==> src/rtl/olad_pkg.sv <==
// Shared types and constants for the ordered list append/delete block.
package olad_pkg;

  localparam int LIST_DEPTH = 16;
  localparam int DATA_W     = 32;
  localparam int IDX_W      = $clog2(LIST_DEPTH);
  localparam int CNT_W      = $clog2(LIST_DEPTH + 1);

  typedef enum logic [1:0] {
    FN_APPEND   = 2'd0,
    FN_DELETE   = 2'd1,
    FN_TRAVERSE = 2'd2,
    FN_NOP      = 2'd3
  } func_t;

  typedef enum logic [1:0] {
    ST_OK       = 2'd0,
    ST_FULL     = 2'd1,
    ST_NOTFOUND = 2'd2,
    ST_EMPTY    = 2'd3
  } status_t;

  typedef struct packed {
    func_t                     func;
    logic signed [DATA_W-1:0]  data_value;
  } cmd_t;

  typedef struct packed {
    status_t                   status;
    logic signed [DATA_W-1:0]  out_value;
    logic                      last;
    logic [CNT_W-1:0]          list_count;
  } res_t;

endpackage

==> src/rtl/olad_ram.sv <==
// Generic single-port-write, single-port-read RAM with registered read data.
module olad_ram #(
  parameter int WIDTH = 32,
  parameter int DEPTH = 16
) (
  input  logic                     clk,
  input  logic                     we,
  input  logic [$clog2(DEPTH)-1:0] waddr,
  input  logic [WIDTH-1:0]         wdata,
  input  logic [$clog2(DEPTH)-1:0] raddr,
  output logic [WIDTH-1:0]         rdata
);

  logic [WIDTH-1:0] mem [DEPTH];

  always_ff @(posedge clk) begin
    if (we) begin
      mem[waddr] <= wdata;
    end
    rdata <= mem[raddr];
  end

endmodule

==> src/rtl/ordered_list_append_delete_top.sv <==
// Ordered list of signed values in one RAM: append, delete first match, traverse.
//
// Usage:
//   An item (cmd.func, cmd.data_value) is taken at a rising edge with start high
//   and busy low. Results appear on result for one cycle each, flagged by done;
//   the receiver cannot hold them off. result.last marks the final one of an item.
// Sequencing (N = entries stored):
//   Append, unused code and any empty-list case: result registered at accept,
//   busy stays low, so a new item may follow in the next cycle.
//   Traverse: N results, the first after the registered RAM read, then one
//   per cycle, streamed from the single RAM read port; busy until the last one.
//   Delete: a search streams the RAM (one entry per cycle, registered read
//   data); a miss ends it with not-found, a match starts a shift pass that moves
//   every later entry down one slot, reading one and writing one per cycle.
//   Search and shift together cover the N entries once; busy drops as done shows.
// Reset:
//   rst (synchronous) empties the list; RAM contents are not cleared, entries at
//   or above the count are never used.
// Stalls:
//   None; results are never back-pressured.
module ordered_list_append_delete_top (
  input  logic          clk,
  input  logic          rst,
  input  logic          start,
  output logic          busy,
  input  olad_pkg::cmd_t cmd,
  output logic          done,
  output olad_pkg::res_t result
);
  import olad_pkg::*;

  typedef enum logic [1:0] {S_IDLE, S_SEARCH, S_SHIFT, S_TRAV} state_t;

  state_t                   state;
  logic [CNT_W-1:0]         cnt;
  logic [CNT_W-1:0]         idx;
  logic [IDX_W-1:0]         pidx;
  logic                     pend;
  logic signed [DATA_W-1:0] val;

  logic                     we;
  logic [IDX_W-1:0]         waddr;
  logic [DATA_W-1:0]        wdata;
  logic [IDX_W-1:0]         raddr;
  logic [DATA_W-1:0]        rdata;

  logic [CNT_W-1:0]         last_idx;
  logic                     full;
  logic                     empty;
  logic                     at_last;
  logic                     more;

  assign busy     = (state != S_IDLE);
  assign last_idx = cnt - CNT_W'(1);
  assign full     = (cnt == CNT_W'(LIST_DEPTH));
  assign empty    = (cnt == '0);
  assign at_last  = (CNT_W'(pidx) == last_idx);
  assign more     = (idx < cnt);

  olad_ram #(
    .WIDTH(DATA_W),
    .DEPTH(LIST_DEPTH)
  ) u_ram (
    .clk  (clk),
    .we   (we),
    .waddr(waddr),
    .wdata(wdata),
    .raddr(raddr),
    .rdata(rdata)
  );

  always_comb begin
    we    = 1'b0;
    waddr = pidx - IDX_W'(1);
    wdata = rdata;
    raddr = idx[IDX_W-1:0];
    unique case (state)
      S_IDLE: begin
        if (start && cmd.func == FN_APPEND && !full) begin
          we    = 1'b1;
          waddr = cnt[IDX_W-1:0];
          wdata = cmd.data_value;
        end
      end
      S_SHIFT: we = pend;
      default: ;
    endcase
  end

  always_ff @(posedge clk) begin
    if (rst) begin
      state <= S_IDLE;
      cnt   <= '0;
      pend  <= 1'b0;
      done  <= 1'b0;
    end else begin
      done <= 1'b0;
      unique case (state)
        S_IDLE: begin
          if (start) begin
            val  <= cmd.data_value;
            idx  <= '0;
            pend <= 1'b0;
            result.out_value <= '0;
            result.last      <= 1'b1;
            unique case (cmd.func)
              FN_APPEND: begin
                done <= 1'b1;
                if (full) begin
                  result.status     <= ST_FULL;
                  result.list_count <= cnt;
                end else begin
                  cnt               <= cnt + CNT_W'(1);
                  result.status     <= ST_OK;
                  result.list_count <= cnt + CNT_W'(1);
                end
              end
              FN_DELETE, FN_TRAVERSE: begin
                result.list_count <= cnt;
                if (empty) begin
                  done          <= 1'b1;
                  result.status <= ST_EMPTY;
                end else begin
                  state <= (cmd.func == FN_DELETE) ? S_SEARCH : S_TRAV;
                end
              end
              default: begin
                done              <= 1'b1;
                result.status     <= ST_OK;
                result.list_count <= cnt;
              end
            endcase
          end
        end
        S_SEARCH: begin
          if (pend && rdata == val) begin
            state <= S_SHIFT;
            idx   <= CNT_W'(pidx) + CNT_W'(1);
            pend  <= 1'b0;
          end else if (pend && at_last) begin
            state             <= S_IDLE;
            pend              <= 1'b0;
            done              <= 1'b1;
            result.status     <= ST_NOTFOUND;
            result.out_value  <= '0;
            result.last       <= 1'b1;
            result.list_count <= cnt;
          end else begin
            pend <= more;
            pidx <= idx[IDX_W-1:0];
            if (more) begin
              idx <= idx + CNT_W'(1);
            end
          end
        end
        S_SHIFT: begin
          if (!pend && !more) begin
            state             <= S_IDLE;
            cnt               <= last_idx;
            done              <= 1'b1;
            result.status     <= ST_OK;
            result.out_value  <= '0;
            result.last       <= 1'b1;
            result.list_count <= last_idx;
          end else begin
            pend <= more;
            pidx <= idx[IDX_W-1:0];
            if (more) begin
              idx <= idx + CNT_W'(1);
            end
          end
        end
        S_TRAV: begin
          if (pend) begin
            done              <= 1'b1;
            result.status     <= ST_OK;
            result.out_value  <= signed'(rdata);
            result.last       <= at_last;
            result.list_count <= cnt;
          end
          if (pend && at_last) begin
            state <= S_IDLE;
            pend  <= 1'b0;
          end else begin
            pend <= more;
            pidx <= idx[IDX_W-1:0];
            if (more) begin
              idx <= idx + CNT_W'(1);
            end
          end
        end
        default: state <= S_IDLE;
      endcase
    end
  end

`ifndef SYNTHESIS
  a_cnt_bound: assert property (@(posedge clk) disable iff (rst)
    cnt <= CNT_W'(LIST_DEPTH))
    else $error("entry count above capacity");

  a_full_count: assert property (@(posedge clk) disable iff (rst)
    done && result.status == ST_FULL |-> result.list_count == CNT_W'(LIST_DEPTH))
    else $error("full status with list not full");

  a_quick_ops: assert property (@(posedge clk) disable iff (rst)
    start && !busy && (cmd.func == FN_APPEND || cmd.func == FN_NOP)
    |=> done && result.last)
    else $error("append result not in next cycle");

  a_mid_busy: assert property (@(posedge clk) disable iff (rst)
    done && !result.last |-> busy && state == S_TRAV)
    else $error("non-final result outside traverse");

  a_err_single: assert property (@(posedge clk) disable iff (rst)
    done && result.status != ST_OK |-> result.last && result.out_value == '0)
    else $error("error result not single and zero");
`endif

endmodule

==> config.mk <==
export PLATFORM = sky130hd
export DESIGN_NAME = ordered_list_append_delete_top
export DESIGN_NICKNAME = d
export VERILOG_FILES = /design/src/rtl/olad_pkg.sv /design/src/rtl/olad_ram.sv /design/src/rtl/ordered_list_append_delete_top.sv
export SDC_FILE = /design/constraint.sdc
export NUM_CORES = 1
export LEC_CHECK = 0
export ABC_AREA = 1
export BUFFER_PORTS_ARGS = -buffer_cell sky130_fd_sc_hd__clkbuf_2
export CORE_ASPECT_RATIO = 0.75
export CORE_MARGIN = 2
export CORE_UTILIZATION = 40
export DETAILED_ROUTE_END_ITERATION = 7
export GPL_TIMING_DRIVEN = 0
export PLACE_DENSITY_LB_ADDON = 0.08
export SLEW_MARGIN = 25
export SYNTH_ARGS = -nofsm -noshare
export SYNTH_HDL_FRONTEND = slang
export SYNTH_HIERARCHICAL = 1
export SYNTH_SLANG_ARGS = --single-unit
export TNS_END_PERCENT = 1
==> constraint.sdc <==
create_clock -name clk -period 8.1 [get_ports clk]
set_input_delay 2.43 -clock clk [delete_from_list [all_inputs] [get_ports clk]]
set_output_delay 2.43 -clock clk [all_outputs]
set_load 0.01 [all_outputs]
=== Word level (Yosys, flattened, before mapping) ===
Memory sizes are Yosys's and may differ from the RTL's. A register that Yosys moved wholly into a read port is not among the register bits.
Index checks and enable logic that the tools add are counted.

* $add $sub $neg: 5
* Magnitude comparators: 1
* Equality and inequality tests: 17
* Multiplexer cells: 53
* Bitwise gates (word level): 1
* Reduce and logical (&&, ||, !) cells: 23

{| class="wikitable"
|+ Operators by type and width
! cell !! count
|-
| two-way mux 40 bit || 5
|-
| one-hot mux 40 bit (4 select lines) || 1
|-
| two-way mux 32 bit || 2
|-
| two-way mux 5 bit || 9
|-
| equality test 32 bit || 1
|-
| two-way mux 4 bit || 5
|-
| one-hot mux 5 bit (4 select lines) || 1
|-
| two-way mux 2 bit || 8
|-
| two-way mux 1 bit || 15
|-
| != test 2 bit, second input constant || 7
|-
| one-hot mux 4 bit (3 select lines) || 1
|-
| adder 5 x 1 -> 5 bit, second input constant || 2
|-
| one-hot mux 5 bit (2 select lines) || 1
|-
| AND reduction 3 bit || 3
|-
| one-hot mux 1 bit (4 select lines) || 2
|-
| one-hot mux 2 bit (4 select lines) || 1
|-
| AND reduction 4 bit || 2
|-
| AND reduction 7 bit || 1
|-
| equality test 2 bit, second input constant || 3
|-
| AND reduction 6 bit || 1
|-
| adder 4 x 1 -> 5 bit, second input constant || 1
|-
| equality test 4 x 5 -> 1 bit || 1
|-
| equality test 5 bit, second input constant || 1
|-
| logical AND 1 bit || 5
|-
| 16 further kinds || 21
|}

* Flip-flop bits (word level): 90
* Bits in writable memories: 512
* Input bits: 37
* Output and inout bits: 42
* Word-level logic and storage cells: 112
* Memories kept: 1

{| class="wikitable"
|+ Memories
! memory !! depth !! bits a word !! rd ports !! clocked after Yosys merged registers in !! wr ports !! RTL line !! source
|-
| u_ram.mem || 16 || 32 || 1 || 1 || 1 || olad_ram.sv:14 || <nowiki>logic [WIDTH-1:0] mem [DEPTH];</nowiki>
|}

=== Logic depth before layout (Yosys ltp) ===
Gate-level depths: netlist (run 1).

* Depth in word-level cells: 7
* Mapped depth: 14
* Gate-level depth less buffers: 14

=== Modules after synthesis ===
The synthesis (run 1) kept the hierarchy.

{| class="wikitable"
|+ By module, submodules not included
! module !! times used !! cells an instance !! area an instance (um^2) !! seq. area each (um^2)
|-
| olad_ram || 1 || 2,120 || 22,730.6 || 16,015.4
|-
| ordered_list_append_delete_top || 1 || 655 || 5,266.3 || 2,612.5
|}

=== Worst setup path before layout (run 1) ===
No wires, ideal clock.

* Kind: in2reg
* From: input cmd[33] (netlist name)
* To: memory u_ram.mem[12][0] (enable)
* Arrival: 4.983 ns
* Required time: 7.679 ns
* Path slack: 2.696 ns
* Cell stages on the path: 7
* Buffers on the path: 1
* Path through: inv_1 ha_1 nand4_2 clkbuf_1 o21ai_0 nand3_1 nor2_1

{| class="wikitable"
|+ RTL lines
! item !! RTL line !! source
|-
| start: declaration || ordered_list_append_delete_top.sv:26 || <nowiki>input olad_pkg::cmd_t cmd,</nowiki>
|-
| logical NOT 2 bit || ordered_list_append_delete_top.sv:79 || <nowiki>if (start && cmd.func == FN_APPEND && !full) begin</nowiki>
|-
| logical AND 1 bit (2 in series) || ordered_list_append_delete_top.sv:79 ||
|-
| two-way mux 4 bit || ordered_list_append_delete_top.sv:79 ||
|-
| two-way mux 4 bit || ordered_list_append_delete_top.sv:77 || <nowiki>unique case (state)</nowiki>
|-
| net waddr[2] || ordered_list_append_delete_top.sv:42 || <nowiki>logic [IDX_W-1:0] waddr;</nowiki>
|-
| end: declaration || olad_ram.sv:14 ||
|}

The timed path passes the listed nets, and every way through them passes these cells.

=== Worst setup path after layout (run 1) ===
* From: input cmd[33] (netlist name)
* To: memory u_ram.mem[5][16] (enable)

The elaborated chain is that of the path after synthesis.

==> impl_table.tex, run 1 <==
\begin{tabular}{lr}
\hline
Metric & Value \\
\hline
\multicolumn{2}{l}{\textbf{Run status}} \\
\quad Status & finished clean \\
\multicolumn{2}{l}{\textbf{STA}} \\
\quad Pins Over Slew Limit & 0 \\
\quad Post-layout min period & 5.240 ns \\
\quad Final TNS setup & 0 ns \\
\quad Setup Viol. Count Final & 0 \\
\quad Minimum hold slack & 0.6116 ns \\
\quad Relative slew slack & 0.3505 \\
\quad Post-layout worst setup margin & 2.860 ns \\
\quad Timing-limited maximum frequency & 0.1908 GHz \\
\quad Slew at the pin with the worst max-slew slack & 0.9742 ns \\
\quad Count of endpoints failing hold in the final timing report & 0 \\
\quad Share of the clock period used by the worst path after layout & 0.6470 \\
\quad Layout Skew & 0.01491 ns \\
\quad Setup repair after global routing missed its margin & no \\
\multicolumn{2}{l}{\textbf{Cells and area}} \\
\quad Final core utilization & 0.4771 \\
\quad Most common cell after layout, fill and taps aside & sky130\_fd\_sc\_hd\_\_nand2\_1 \\
\quad Area added between synthesis and finish & 17.33\% \\
\quad Number of nets in the final layout & 3008 \\
\quad Final non-filler cell area & 32850 um2 \\
\quad Fraction of final layout cells sized beyond drive strength 1 & 0.1249 \\
\quad Commonest cells after routing, fill and taps aside & 838 x sky130\_fd\_sc\_hd\_\_nand2\_1, 593 x sky130\_fd\_sc\_hd\_\_edfxtp\_1, 477 x sky130\_fd\_sc\_hd\_\_inv\_1 \\
\quad Number of fill cells in the layout & 6382 \\
\multicolumn{2}{l}{\textbf{Place}} \\
\quad Minimum setup slack after placement & 2.347 ns \\
\quad Routability-driven placement congestion ratio & 0.8584 \\
\quad Hpwl dp & 64610 um \\
\quad Placed Instance Area & 30660 um2 \\
\quad Number of I/O port buffers & 78 \\
\multicolumn{2}{l}{\textbf{Die}} \\
\quad Die H & 233.1 um \\
\quad Core region area & 68850 um2 \\
\quad Full die area & 72150 um2 \\
\quad Overall die width & 309.5 um \\
\quad Starting Density & 0.4066 \\
\quad Top-Level Pins & 79 \\
\quad Cell Rows & 83 \\
\multicolumn{2}{l}{\textbf{Worst setup path}} \\
\quad Type of the worst setup path & in -> reg \\
\quad Critical path's top delay family & simple AND/OR/NAND/NOR gates \\
\quad Highest-delay cell along the critical path & sky130\_fd\_sc\_hd\_\_nor2\_4 \\
\quad Arrival time at the worst endpoint & 5.55 ns \\
\quad Required arrival time at the worst endpoint & 8.41 ns \\
\quad Slack of the worst reg-to-reg path & 3.98 ns \\
\quad Chain of cells forming the critical path & clkbuf\_2 -> inv\_1 -> ha\_1 -> nand4\_2 -> clkbuf\_1 -> o21ai\_0 -> nand3b\_1 -> nor2\_4 -> buf\_12 \\
\quad Worst r2r path cells & 9 \\
\quad Worst Path Buf+Inv & 4 \\
\quad Kind of launch point of the worst setup path & input port \\
\quad Biggest cell delay along the critical path & 0.70 ns \\
\quad Critical Path Sink Type & flop \\
\quad Startpoint of the worst-slack reg-to-reg timing path & cnt[0] \\
\quad Maximum fanout count along the critical path & 17 \\
\quad Capture instance of the worst register-to-register path & u\_ram/mem[5][16] \\
\multicolumn{2}{l}{\textbf{Synth}} \\
\quad Proportion of synthesized chip area in sequential cells & 0.6654 \\
\quad Cells taking the most area after synthesis & sky130\_fd\_sc\_hd\_\_edfxtp\_1 64\%, sky130\_fd\_sc\_hd\_\_nand2\_1 11\%, sky130\_fd\_sc\_hd\_\_nand3\_1 7.5\% \\
\quad Post-Syn Nets & 2824 \\
\quad Yosys top cell area share & 0.6360 \\
\quad Syn Std Cell Area & 28000 um2 \\
\quad Most area-hungry cell type in the Yosys netlist & sky130\_fd\_sc\_hd\_\_edfxtp\_1 \\
\quad Number of distinct library cells after synthesis & 39 \\
\quad Syn. warnings & 6 \\
\quad Post-synthesis average cell area & 10.09 um2 \\
\quad Flip-flop and latch count after synthesis & 634 \\
\quad Number of standard cells after synthesis & 2775 \\
\multicolumn{2}{l}{\textbf{Clock network}} \\
\quad Htree depth & 3 \\
\quad Clock latency on the worst-skew pair & 0.62 ns \\
\quad Clock transition at the registers of the reported paths & 0.06 ns \\
\quad Number of buffers added by the clock tree synthesis step & 68 \\
\quad CTS tree & built \\
\quad Clock tree root buffer cell & sky130\_fd\_sc\_hd\_\_clkbuf\_16 \\
\quad Post-CTS Resized & 0 \\
\quad Number of buffers on the longest clock path & 3 \\
\quad \# hold bufs at CTS & 0 \\
\quad CTS sink count & 634 \\
\quad Number of buffers inserted by post-CTS setup repair & 0 \\
\multicolumn{2}{l}{\textbf{Route}} \\
\quad Number of nets with antenna violations after routing & 0 \\
\quad Number of detailed-routing iterations run before antenna repair & 6 \\
\quad Drt initial violations & 2097 \\
\quad Overall routed net length & 92430 um \\
\quad Via count normalized by instance count & 5.093 \\
\quad Routed WL per cell & 23.42 um \\
\quad Drt drc & 0 \\
\quad Count of vias placed by the detailed router & 20100 \\
\multicolumn{2}{l}{\textbf{GRT}} \\
\quad Maximum number of pins on one net before global-route repair & 26 \\
\quad Total gr overflow & 0 \\
\quad Number of global-route vias before repair & 18890 \\
\quad Global router's overall resource usage & 0.2590 \\
\quad Antenna violations before repair & 2 \\
\quad First-pass GRT wire length & 131900 um \\
\multicolumn{2}{l}{\textbf{Power and ir drop}} \\
\quad Cell Pwr Density & 365.4 nW/um2 \\
\quad Worst supply voltage drop on vdd & 159.9 uV \\
\quad Static Leakage & 14.05 nW \\
\multicolumn{2}{l}{\textbf{Hold path}} \\
\quad Worst hold path startpoint & u\_ram/rdata[28] \\
\quad Worst min-delay path endpoint & result[34] \\
\quad Worst Hold Depth & 2 \\
\quad Tightest Hold Check Type & reg -> reg \\
\multicolumn{2}{l}{\textbf{Run}} \\
\quad Max-cap violation count & 0 \\
\hline
\end{tabular}
-- per-stage QoR --
step / power [mW] / std cells
finish: 12.00 / 3947
global route: 12.57 / 3945
CTS: 12.01 / 3945
detailed placement: 8.953 / 3824
global placement: 8.791 / 3788
floorplan: 7.050 / 2775
-- worst reg2reg max path: stages, from the launching register on --
cell                       delay [ns]
sky130_fd_sc_hd__dfxtp_1         0.53
sky130_fd_sc_hd__inv_2           0.17
sky130_fd_sc_hd__ha_1            0.31
sky130_fd_sc_hd__nand3_1         0.20
sky130_fd_sc_hd__nand4_2         0.37
sky130_fd_sc_hd__clkbuf_1        0.39
sky130_fd_sc_hd__o21ai_0         0.46
sky130_fd_sc_hd__nand3b_1        0.42
sky130_fd_sc_hd__nor2_4          0.70
sky130_fd_sc_hd__buf_12          0.27
-- cells by family (layout without fill, tap and decap cells) --
group                      count (synthesis)  after routing  synth area share
AOI/OAI and AO/OA                         79             79           0.01493
xor gates and xnor gates                  19             19          0.005944
adders and majority gates                 12             12          0.005363
buffers and inverters                    609            844           0.09309
DFF                                      634            634            0.6654
other                                      0              2                 0
and+or+nand+nor                         1422           1422            0.2153
-- synth_stat cells (all sizes together) --
library cell,n
clkbuf,20
buf,97
edfxtp,593
nand3b,7
o221ai,4
clkinv,2
nand3,419
inv,490
xor2,10
nand2,842
a21oi,46
o211ai,1
nor3b,1
dfxtp,41
or2,7
nand4,17
nor3,2
ha,12
and3,1
nor2,126
a31oi,1
o21ai,27
xnor2,9
-- sequential cells by signal (all words and copies together) (netlist names) --
signal / count
u_ram/mem: 512
result: 40
u_ram/rdata: 32
val: 32
cnt: 5
idx: 5
pidx: 4
state: 2
done: 1
pend: 1
-- cell type report --
cell class	instances	area (um2)	area share
diodes	2	5.005	0.0001524
plain buffers	117	762.0	0.02320
clock buffers	102	2026	0.06167
clock inverters	19	122.6	0.003733
inverters	492	1852	0.05637
multi-input cells	1532	7010	0.2134
flip-flops and latches	634	18630	0.5671
well taps	935	1170	0.03561
repair buffers	114	1274	0.03878
-- where the power goes --
part / switching [mW] / internal, mW
registers: 0.164 / 4.36
logic: 3.29 / 1.14
clock network: 1.29 / 1.76
total: 4.74 / 7.26
-- routing by layer --
metal  track usage  wire length (um)
met1        0.3837             42500
met5             0                 0
met3       0.04219              7186
met4       0.05765              1912
met2        0.3993             40820
-- worst max-delay path by stage --
| stage | to | cells past startpoint | from | slack [ns] |
|---|---|---|---|---|
| final | u_ram/mem[5][16] | 9 | cmd[33] | 2.86 |
| after global routing | u_ram/mem[5][16] | 9 | cmd[33] | 2.65 |
| after detailed placement | u_ram/mem[5][14] | 9 | cmd[33] | 2.35 |
| after global placement | u_ram/mem[1][14] | 10 | cmd[33] | -0.03 |
| after floorplan | u_ram/mem[12][0] | 7 | cmd[33] | 2.70 |
| after CTS | u_ram/mem[5][16] | 9 | cmd[33] | 2.99 |
No activity file was read; power rests on OpenSTA's default activity.
==> run 2: changes to the inputs <==
==> constraint.sdc (replaced) <==
create_clock -name clk -period 4.35 [get_ports clk]
set_input_delay 1.305 -clock clk [delete_from_list [all_inputs] [get_ports clk]]
set_output_delay 1.305 -clock clk [all_outputs]
set_load 0.01 [all_outputs]
==> run 2 against run 1 <==
  * Via count is essentially flat
  * Global-route usage is the same
  * Combinational power grew 86%
  * Clock skew grew 0.0014 ns
  * Die area is the same
  * Utilization is essentially flat
  * First-iteration DRC count grew 0.19%
  * Largest cell class unchanged
==> impl_table.tex, run 2 (synthesis gave the netlist of run 1 again) <==
\begin{tabular}{lr}
\hline
Metric & Value \\
\hline
\multicolumn{2}{l}{\textbf{Run status}} \\
\quad Status & finished clean \\
\multicolumn{2}{l}{\textbf{STA}} \\
\quad Share of the clock period used by the worst path after layout & 0.9283 \\
\quad Count of endpoints failing hold in the final timing report & 0 \\
\quad Setup repair after global routing missed its margin & no \\
\quad Relative slew slack & 0.3698 \\
\quad Setup Viol. Count Final & 0 \\
\quad Slew at the pin with the worst max-slew slack & 0.9453 ns \\
\quad Post-layout min period & 4.038 ns \\
\quad Pins Over Slew Limit & 0 \\
\quad Layout Skew & 0.01626 ns \\
\quad Post-layout worst setup margin & 0.3117 ns \\
\quad Timing-limited maximum frequency & 0.2476 GHz \\
\multicolumn{2}{l}{\textbf{Route}} \\
\quad Drt drc & 0 \\
\quad Count of vias placed by the detailed router & 20080 \\
\quad Routed WL per cell & 23.42 um \\
\quad Via count normalized by instance count & 5.086 \\
\quad Overall routed net length & 92480 um \\
\quad Drt initial violations & 2101 \\
\quad Number of detailed-routing iterations run before antenna repair & 6 \\
\quad Number of nets with antenna violations after routing & 0 \\
\multicolumn{2}{l}{\textbf{Place}} \\
\quad Minimum setup slack after placement & -0.2784 ns \\
\quad Number of I/O port buffers & 78 \\
\quad Placed Instance Area & 30660 um2 \\
\quad Routability-driven placement congestion ratio & 0.8584 \\
\quad Hpwl dp & 64610 um \\
\quad Placed Cells incl. Taps & 3824 \\
\multicolumn{2}{l}{\textbf{Cells and area}} \\
\quad Number of nets in the final layout & 3011 \\
\quad Reg with most FFs & u\_ram/mem \\
\quad Number of non-filler instances in the completed layout & 3949 \\
\quad Registers with the most flip-flops & u\_ram/mem x512, result x40 \\
\quad Commonest cells after routing, fill and taps aside & 838 x sky130\_fd\_sc\_hd\_\_nand2\_1, 593 x sky130\_fd\_sc\_hd\_\_edfxtp\_1, 477 x sky130\_fd\_sc\_hd\_\_inv\_1 \\
\quad Area added between synthesis and finish & 17.45\% \\
\quad Most common cell after layout, fill and taps aside & sky130\_fd\_sc\_hd\_\_nand2\_1 \\
\quad Flip-flop count of the largest register after layout & 512 \\
\quad Final core utilization & 0.4776 \\
\quad Final non-filler cell area & 32880 um2 \\
\quad Number of fill cells in the layout & 6381 \\
\quad Fraction of final layout cells sized beyond drive strength 1 & 0.1258 \\
\multicolumn{2}{l}{\textbf{Clock network}} \\
\quad CTS sink count & 634 \\
\quad \# hold bufs at CTS & 0 \\
\quad Clock tree root buffer cell & sky130\_fd\_sc\_hd\_\_clkbuf\_16 \\
\quad CTS tree & built \\
\quad Number of buffers added by the clock tree synthesis step & 68 \\
\quad Clock latency on the worst-skew pair & 0.62 ns \\
\quad Number of buffers on the longest clock path & 3 \\
\quad Clock transition at the registers of the reported paths & 0.06 ns \\
\quad Htree depth & 3 \\
\multicolumn{2}{l}{\textbf{Run}} \\
\quad Max-cap violation count & 0 \\
\multicolumn{2}{l}{\textbf{Power and ir drop}} \\
\quad Worst supply voltage drop on vdd & 297.8 uV \\
\quad Cell Pwr Density & 679.6 nW/um2 \\
\quad Static Leakage & 14.07 nW \\
\quad Total chip power & 22.35 mW \\
\multicolumn{2}{l}{\textbf{Die}} \\
\quad Cell Rows & 83 \\
\quad Full die area & 72150 um2 \\
\quad Starting Density & 0.4066 \\
\quad Overall die width & 309.5 um \\
\quad Core region area & 68850 um2 \\
\quad Top-Level Pins & 79 \\
\quad Die H & 233.1 um \\
\multicolumn{2}{l}{\textbf{GRT}} \\
\quad Global router's overall resource usage & 0.2590 \\
\quad Maximum number of pins on one net before global-route repair & 26 \\
\quad Total gr overflow & 0 \\
\quad First-pass GRT wire length & 131900 um \\
\quad Antenna violations before repair & 2 \\
\quad Number of global-route vias before repair & 18890 \\
\multicolumn{2}{l}{\textbf{Worst setup path}} \\
\quad Kind of launch point of the worst setup path & input port \\
\quad Required arrival time at the worst endpoint & 4.67 ns \\
\quad Highest-delay cell along the critical path & sky130\_fd\_sc\_hd\_\_nor2\_4 \\
\quad Arrival time at the worst endpoint & 4.36 ns \\
\quad Critical Path Sink Type & flop \\
\quad Biggest cell delay along the critical path & 0.51 ns \\
\quad Type of the worst setup path & in -> reg \\
\quad Maximum fanout count along the critical path & 13 \\
\quad Chain of cells forming the critical path & clkbuf\_2 -> inv\_1 -> ha\_1 -> nand4\_2 -> clkbuf\_1 -> o21ai\_0 -> nand3\_1 -> nor2\_4 -> buf\_16 -> buf\_16 \\
\quad Library cell appearing most often on the critical path & sky130\_fd\_sc\_hd\_\_buf\_16 \\
\multicolumn{2}{l}{\textbf{Hold path}} \\
\quad Tightest Hold Check Type & reg -> reg \\
\hline
\end{tabular}
==> run 2: cell count changes in the layout (fill, tap and decap cells not counted), sizes merged <==
cell	before	now
buf	133	136
diode	2	1
==> run 2: layer usage <==
metal,global-route usage,vias up,part of all wire
li1,-,9358,-
met1,0.3837,9778,0.46
met2,0.3993,827,0.44
met3,0.04219,121,0.078
met4,0.05765,0,0.021
met5,0,-,0
==> run 2: report_power, final <==
group | total, mW | internal, mW | switching [mW]
clock network | 5.68 | 3.28 | 2.41
logic | 8.23 | 2.12 | 6.12
registers | 8.43 | 8.13 | 0.304
==> run 2: what timing repair did <==
item | CTS | global route
buffers inserted | 0 | 3
gates resized for setup | 0 | 0
setup endpoints to repair | 0 | 17
==> run 2: path summary, 6_finish.rpt <==
| check | depth (start not counted) | end | start | slack (ns) |
|---|---|---|---|---|
| max | 10 | u_ram/mem[14][9] | cmd[33] | 0.31 |
| max reg2reg | 10 | u_ram/mem[14][9] | cnt[0] | 0.32 |
| min reg2reg | 2 | result[35] | u_ram/rdata[29] | 0.61 |
| min | 2 | result[35] | u_ram/rdata[29] | 0.61 |
==> run 2: through the flow <==
stage | TNS [ns] | hold WS [ns]
after floorplan | 0 | 0.5273
after global placement | -1241.20 | 0.5854
after detailed placement | -29.18 | 0.5855
after CTS | 0 | 0.5998
after global routing | 0 | 0.6446
final | 0 | 0.6097
==> run 2: worst max-delay path, delay by kind of cell <==
kind                     cells  cell delay, ns
AND/OR/NAND/NOR              3            1.35
buffers and inverters        5            0.96
AO/OA/AOI/OAI                1            0.43
adder cells (fa/ha/maj)      1            0.29
==> run 2: area by class of cell <==
cell class	count	area, um2	area share
inverter	492	1852	0.05632
buffer	117	762.0	0.02317
multi-input combinational	1532	7010	0.2132
timing repair buffer	117	1309	0.03980
sequential	634	18630	0.5665
tap	935	1170	0.03558
clock buffer	102	2026	0.06161
antenna	1	2.502	0.00007610
clock inverter	19	122.6	0.003729
